[config.mk]
export PLATFORM = sky130hd
export DESIGN_NAME = lsc_divider
export DESIGN_NICKNAME = d
export VERILOG_FILES = /design/src/rtl/lsc_pkg.sv /design/src/rtl/lsc_divider.sv
export SDC_FILE = /design/constraint.sdc
export NUM_CORES = 2
export LEC_CHECK = 0
export ABC_AREA = 1
export BUFFER_PORTS_ARGS = -buffer_cell sky130_fd_sc_hd__buf_2
export CAP_MARGIN = 30
export CORE_UTILIZATION = 34
export DETAILED_ROUTE_END_ITERATION = 10
export PLACE_DENSITY_LB_ADDON = 0.1
export SLEW_MARGIN = 20
export SYNTH_ARGS = -nofsm -noshare
export SYNTH_HDL_FRONTEND = slang
export SYNTH_SLANG_ARGS = --single-unit
[constraint.sdc]
create_clock -name clock -period 5.5 [get_ports clock]
set_input_delay 0.275 -clock clock [delete_from_list [all_inputs] [get_ports clock]]
set_output_delay 0.275 -clock clock [all_outputs]
set_load 0.005 [all_outputs]
[src/rtl/lsc_pkg.sv]
package lsc_pkg;

   localparam int COORD_FRAC_BITS = 14;
   localparam int COORD_W         = COORD_FRAC_BITS + 4;
   // Differences of two coordinates need one more bit.
   localparam int DIFF_W          = COORD_W + 1;
   localparam int MAG_W           = DIFF_W;
   // The line parameter t carries 32 fraction bits and saturates at 2.0.
   localparam int T_FRAC          = 32;
   localparam int QW              = T_FRAC + 2;
   localparam int TW              = QW + 1;
   localparam int DIV_STEP        = 2;
   localparam int DIV_STAGES      = QW / DIV_STEP;
   localparam int DIV_LAT         = DIV_STAGES + 2;
   localparam int PROD_W          = MAG_W + T_FRAC + 1;
   localparam int RND_W           = PROD_W - T_FRAC;
   localparam int NUM_BND         = 4;

   typedef logic signed [COORD_W-1:0] coord_type;
   typedef logic signed [DIFF_W-1:0]  diff_type;
   typedef logic signed [TW-1:0]      tval_type;

   typedef enum logic [1:0] {
      REG_X_MIN = 2'd0,
      REG_X_MAX = 2'd1,
      REG_Y_MIN = 2'd2,
      REG_Y_MAX = 2'd3
   } csr_idx_type;

   localparam coord_type WIN_MIN_RST = COORD_W'(-(2 ** COORD_FRAC_BITS));
   localparam coord_type WIN_MAX_RST = COORD_W'(2 ** COORD_FRAC_BITS);

endpackage

[src/rtl/lsc_divider.sv]
module lsc_divider import lsc_pkg::*; (
   input  logic     clock,
   input  logic     en,
   input  diff_type p_in,
   input  diff_type q_in,
   output tval_type t_out
);

   logic [MAG_W-1:0] rem_ff [0:DIV_STAGES];
   logic [MAG_W-1:0] den_ff [0:DIV_STAGES];
   logic [QW-1:0]    num_ff [0:DIV_STAGES];
   logic [QW-1:0]    quo_ff [0:DIV_STAGES];
   logic             sat_ff [0:DIV_STAGES];
   logic             neg_ff [0:DIV_STAGES];
   tval_type         t_ff;

   logic [MAG_W-1:0] ap_in;
   logic [MAG_W-1:0] aq_in;
   logic             sat_in;
   logic [QW-1:0]    m_in;
   tval_type         t_in;

   always_comb begin
      ap_in  = p_in[DIFF_W-1] ? MAG_W'(-p_in) : MAG_W'(p_in);
      aq_in  = q_in[DIFF_W-1] ? MAG_W'(-q_in) : MAG_W'(q_in);
      sat_in = {1'b0, aq_in} >= {ap_in, 1'b0};
   end

   // The dividend is |q| * 2^32 + |p|/2, which rounds the quotient to nearest.
   always_ff @(posedge clock) begin
      if (en) begin
         rem_ff[0] <= aq_in >> 2;
         den_ff[0] <= ap_in;
         num_ff[0] <= {aq_in[1:0], T_FRAC'(ap_in >> 1)};
         quo_ff[0] <= '0;
         sat_ff[0] <= sat_in;
         neg_ff[0] <= p_in[DIFF_W-1] ^ q_in[DIFF_W-1];
      end
   end

   for (genvar k = 1; k <= DIV_STAGES; k++) begin : g_stage
      logic [MAG_W-1:0] rem_in;
      logic [QW-1:0]    num_in;
      logic [QW-1:0]    quo_in;

      always_comb begin
         logic [MAG_W:0] trial;
         rem_in = rem_ff[k-1];
         num_in = num_ff[k-1];
         quo_in = quo_ff[k-1];
         for (int j = 0; j < DIV_STEP; j++) begin
            trial  = {rem_in, num_in[QW-1]};
            num_in = {num_in[QW-2:0], 1'b0};
            if (trial >= {1'b0, den_ff[k-1]}) begin
               trial  = trial - {1'b0, den_ff[k-1]};
               quo_in = {quo_in[QW-2:0], 1'b1};
            end else begin
               quo_in = {quo_in[QW-2:0], 1'b0};
            end
            rem_in = trial[MAG_W-1:0];
         end
      end

      always_ff @(posedge clock) begin
         if (en) begin
            rem_ff[k] <= rem_in;
            num_ff[k] <= num_in;
            quo_ff[k] <= quo_in;
            den_ff[k] <= den_ff[k-1];
            sat_ff[k] <= sat_ff[k-1];
            neg_ff[k] <= neg_ff[k-1];
         end
      end
   end

   always_comb begin
      m_in = sat_ff[DIV_STAGES] ? (QW'(1) << (QW - 1)) : quo_ff[DIV_STAGES];
      t_in = neg_ff[DIV_STAGES] ? -TW'(m_in) : TW'(m_in);
   end

   always_ff @(posedge clock) begin
      if (en) begin
         t_ff <= t_in;
      end
   end

   assign t_out = t_ff;

endmodule

* After elaboration in Yosys (flattened, before gate mapping)
Memory sizes are Yosys's and may differ from the RTL's. Index checks and enable logic that the tools add are counted.
Word-level totals: bits in registers 35, memory bits (writable) 1944, input bits 40, word-level logic and storage cells 155, memories 6
Memory list:
- num_ff | words 18, bits a word 34, read ports 17, clocked after Yosys merged registers in 0, wr ports 18, RTL line lsc_divider.sv:11 | logic [QW-1:0] num_ff [0:DIV_STAGES];
- quo_ff | words 18, bits a word 34, read ports 18, clocked after Yosys merged registers in 0, wr ports 18, RTL line lsc_divider.sv:12 | logic [QW-1:0] quo_ff [0:DIV_STAGES];
- den_ff | words 18, bits a word 19, read ports 17, clocked after Yosys merged registers in 0, wr ports 18, RTL line lsc_divider.sv:10 | logic [MAG_W-1:0] den_ff [0:DIV_STAGES];
- rem_ff | words 18, bits a word 19, read ports 17, clocked after Yosys merged registers in 0, wr ports 18, RTL line lsc_divider.sv:9 | logic [MAG_W-1:0] rem_ff [0:DIV_STAGES];
- neg_ff | words 18, bits a word 1, read ports 18, clocked after Yosys merged registers in 0, wr ports 18, RTL line lsc_divider.sv:14 | logic neg_ff [0:DIV_STAGES];
- sat_ff | words 18, bits a word 1, read ports 18, clocked after Yosys merged registers in 0, wr ports 18, RTL line lsc_divider.sv:13 | logic sat_ff [0:DIV_STAGES];
Operators by class: add/subtract/negate cells 37, magnitude comparators 35, multiplexer cells 74, bitwise operators 1
Operators with widths (count):
- 19-bit 2-to-1 mux | 36
- 20-bit by 19-bit >= comparator with 1-bit output | 34
- 19-bit subtractor | 34
- 34-bit 2-to-1 mux | 2
- 19-bit negator | 2
- 1-bit 2-to-1 mux | 36
- 34-bit negator with 35-bit output | 1
- 19-bit by 20-bit >= comparator with 1-bit output | 1
- 1-bit XOR | 1

* Depth between registers and ports, before layout
An unclocked memory read counts as a cell.
depth in word-level cells 5, mapped depth 34, gate-level depth less buffers 32

* Worst setup path after synthesis
OpenSTA, ideal clock, no wires.
path kind register to register, start memory den_ff[3][0] in the netlist's numbering, end memory rem_ff[4][8] in the netlist's numbering, data pin, setup time 0.252 ns, arrival 3.584 ns, data required time 5.248 ns, path slack 1.663 ns, stages on the path, launching flop included 25, path buffers 2, clock period less this slack 3.837 ns, cell sequence edfxtp_1 > clkinv_1 > fa_1 > nand2_1 > nand3_1 > nand3_1 > nand3b_1 > nand2_1 > nand2_2 > buf_2 > or2_2 > nand2_1 > inv_1 > ha_1 > a21oi_1 > o21ai_0 > a21oi_1 > nand3_1 > nand2_1 > inv_1 > nor2_1 > nand2_2 > buf_4 > nand2_1 > nand2_1
RTL lines (RTL line):
- from (decl) | lsc_divider.sv:10
- to (decl) | lsc_divider.sv:9

==> flow_summary.yaml <==
route:
  routedWlPerCell_um: 19.1
  post_drt_via_cell_ratio: 5.02
  firstDrtPassIters: 6
  initialDrtViolationCount: 4441
  vias: 64500
  drt.antenna.violating_nets: 0
  wl_mm: 245
  detail_route.drc_violations: 0
floorplanning:
  initial_utilization_pct: 34.3
  chipHeight_um: 476
  core_mm2: 0.223
  floorplan.io_pins: 75
  cell_row_count: 173
  die_width_um: 476
  design.die.area_mm2: 0.227
placement:
  placement.io_buffers: 74
  place.detailed.hpwl_mm: 200
  finalWeightedCongestion: 0.917
  placedCellCount: 12600
setup_path:
  critical_path.endpoint_type: "flop"
  timing.critical_path.from_type: "flop"
  crit_arrival_ps: 5550
  slowest_stage: "sky130_fd_sc_hd__edfxtp_1"
  rr_endpoint: "rem_ff[3][7]$_DFFE_PP_"
  ff2ff_setup_slack_ps: 420
  worst_r2r_path_depth: 24
  timing.critical_path.cells: "inv_2, fa_1, nand2_1, nand2_2, nand3_2, nand2_2, nand2_1, nand2_1, nand2_2, nand2_2, inv_6, nand2_1, nand2_1, ha_1, a21oi_1, o21ai_0, a21oi_1, nand3_1, nand2_1, nand2_1, nor2_4, nand2_2, nand2_1, nand2_1"
  cpMostUsedCell: "sky130_fd_sc_hd__nand2_1"
  crit_type: "reg -> reg"
  crit_path_max_fanout: 21
  reg2reg_from: "den_ff[2][0]$_DFFE_PP_"
  critPathMaxStageDelay_ps: 540
  critPathRequiredTime_ps: 5970
sta:
  max_slew.worst_pin.slew_ps: 1040
  timing.final.crit_period_ps: 5080
  final_min_period_over_clock_period_pct: 92.3
  slew_headroom_pct: 30.8
  rsz_0062_raised_after_global_routing: "no"
  setup_viol: 0
  report.final.slew_viol_count: 0
  worst_case_clock_skew_ps: 55.1
  whs_ps: 86.7
  final-hold-violation-count: 0
  totalNegativeSetupSlack_ps: 0
  fmax_mhz: 197
clock_network:
  cts.sinks: 1023
  buffer_count_from_post_cts_setup_fixing: 0
  numCtsBuffers: 120
  clock_insertion_delay_worst_skew_ps: 790
  cts_tree: "built"
  h-tree-depth: 3
  buffer_type_at_the_clock_tree_root: "sky130_fd_sc_hd__clkbuf_16"
  max-clock-path-buffers: 3
  post_cts_clock_slew_at_the_launch_and_capture_registers_of_the_worst_setup_and_hold_paths_ps: 60
yosys:
  post_synth_main_area_contributors: "sky130_fd_sc_hd__edfxtp_1, sky130_fd_sc_hd__nand2_1, sky130_fd_sc_hd__ha_1, sky130_fd_sc_hd__inv_1, sky130_fd_sc_hd__a21oi_1"
  synth.distinct_cells: 53
  syn_nets: 10300
  yosys_register_bits: 1023
  synth_largest_type_area_fraction_pct: 40.2
  yosysWarnings: 0
  post_synth_instance_area_mm2: 0.0764
  syn-instance-count: 9583
  synth.largest_area_cell: "sky130_fd_sc_hd__edfxtp_1"
  synth-seq-area-share_pct: 40.2
  synthesis.area_per_instance_um2: 7.97
layout:
  layout.nets: 10500
  most_used_cells_in_the_layout_excluding_fill_and_tap_cells: "sky130_fd_sc_hd__nand2_1, sky130_fd_sc_hd__inv_1, sky130_fd_sc_hd__edfxtp_1"
  finish.cell_count_without_fillers: 12800
  drive_gt1_share_pct: 5.38
  synth_to_final_area_change_pct: 10.9
  final_common_cell: "sky130_fd_sc_hd__nand2_1"
global_routing:
  grt_first_pass_wirelength_mm: 373
  gr-usage-all-layers_pct: 21.3
  gr-total-overflow: 0
  grt_start_max_net_pins: 160
  grt_pass1_vias: 62800
  number_of_antenna_violations_at_the_first_check_in_global_routing: 5
hold_path:
  min_delay_path_depth: 3
  hold-path-endpoint: "rem_ff[0][0]$_DFFE_PP_"
  hp-start: "q_in[2]"
  hold_path_class: "in -> reg"
run:
  timing.max_cap.violations: 0
run_status:
  outcome: "completed"
## how the worst max path moves through the flow
stage | slack (ps) | end | from | depth (start not counted)
CTS | 390 | rem_ff[3][11]$_DFFE_PP_ | den_ff[2][0]$_DFFE_PP_ | 24
global route | 10 | rem_ff[3][9]$_DFFE_PP_ | den_ff[2][0]$_DFFE_PP_ | 24
global placement | 350 | rem_ff[3][9]$_DFFE_PP_ | den_ff[2][0]$_DFFE_PP_ | 24
floorplan | 1660 | rem_ff[4][8]$_DFFE_PP_ | den_ff[3][0]$_DFFE_PP_ | 24
detailed placement | 400 | rem_ff[3][11]$_DFFE_PP_ | den_ff[2][0]$_DFFE_PP_ | 24
finish | 420 | rem_ff[3][7]$_DFFE_PP_ | den_ff[2][0]$_DFFE_PP_ | 24
## routing by layer
layer / wire length, um / up-vias / GRT usage [%]
li1: - / 32600 / -
met1: 112000 / 30300 / 28.4
met2: 117000 / 1336 / 36.6
met3: 9200 / 277 / 1.91
met4: 6480 / 0 / 6.05
met5: 0 / - / 0
## metrics by stage
stage | setup WS (ps) | utilization (%) | area (um2)
after floorplan | 1660 | - | 76400
after global placement | 349 | 36.0 | 80300
after detailed placement | 405 | 36.0 | 80300
after CTS | 385 | 38.0 | 84700
after global routing | 10.1 | 38.0 | 84700
final | 421 | 38.0 | 84700
## final cells by class
| cell class | instances | area [um2] |
|---|---|---|
| Antenna cell | 2 | 5.00 |
| Clock buffer | 134 | 3080 |
| Clock inverter | 84 | 1010 |
| Fill cell | 23000 | 138000 |
| Inverter | 1089 | 4100 |
| Multi-Input combinational cell | 7347 | 40700 |
| Sequential cell | 1023 | 30700 |
| Tap cell | 2975 | 3720 |
| Timing Repair Buffer | 182 | 1440 |
## flip-flops by register name (all words and copies together), names as in the netlist
name and cells:
rem_ff 321, den_ff 315, quo_ff 306, t_out 35
neg_ff 18, sat_ff 18, num_ff 10
## critical path, delay by kind of cell, from the launching register on
kind	cells	cell delay [ps]
flops	1	540
buf+inv	2	510
simple gates	17	2270
fa+ha+maj	2	820
compound gates	3	640
## synthesized netlist by cell type (all sizes together)
cell type     n
a21oi       654
nor2        685
fa           26
clkinv        5
or2          53
edfxtp     1023
o31ai        14
o21ai       450
nand2      3099
nand3       628
buf         117
a211oi        1
nand2b        1
and2         15
xor2        244
nor3b         6
o21a         18
a31oi        11
a21boi       37
a21o         51
nor2b         9
nor3        115
xnor2       197
inv        1084
nor4         12
o41ai         1
ha          659
o22ai         1
o21bai       57
nand4       211
clkbuf        7
nand3b       92
## cell families after synthesis
| kind of cell | count (synthesis) | share of synthesized area, % |
|---|---|---|
| fa+ha+maj | 685 | 11.5 |
| xor+xnor | 441 | 5.06 |
| buf+inv | 1213 | 6.55 |
| simple gates | 4926 | 27.5 |
| compound gates | 1295 | 9.26 |
| flops | 1023 | 40.2 |
## what timing repair did
item	4_1_cts	5_1_grt
gates resized for setup	0	1
endpoints found under the hold margin	71	0
hold buffers	40	0
setup endpoints to repair	0	6
Power is left out: the tool's default activity adds up to more than one toggle a clock period on the data nets, which glitch-free logic cannot reach.
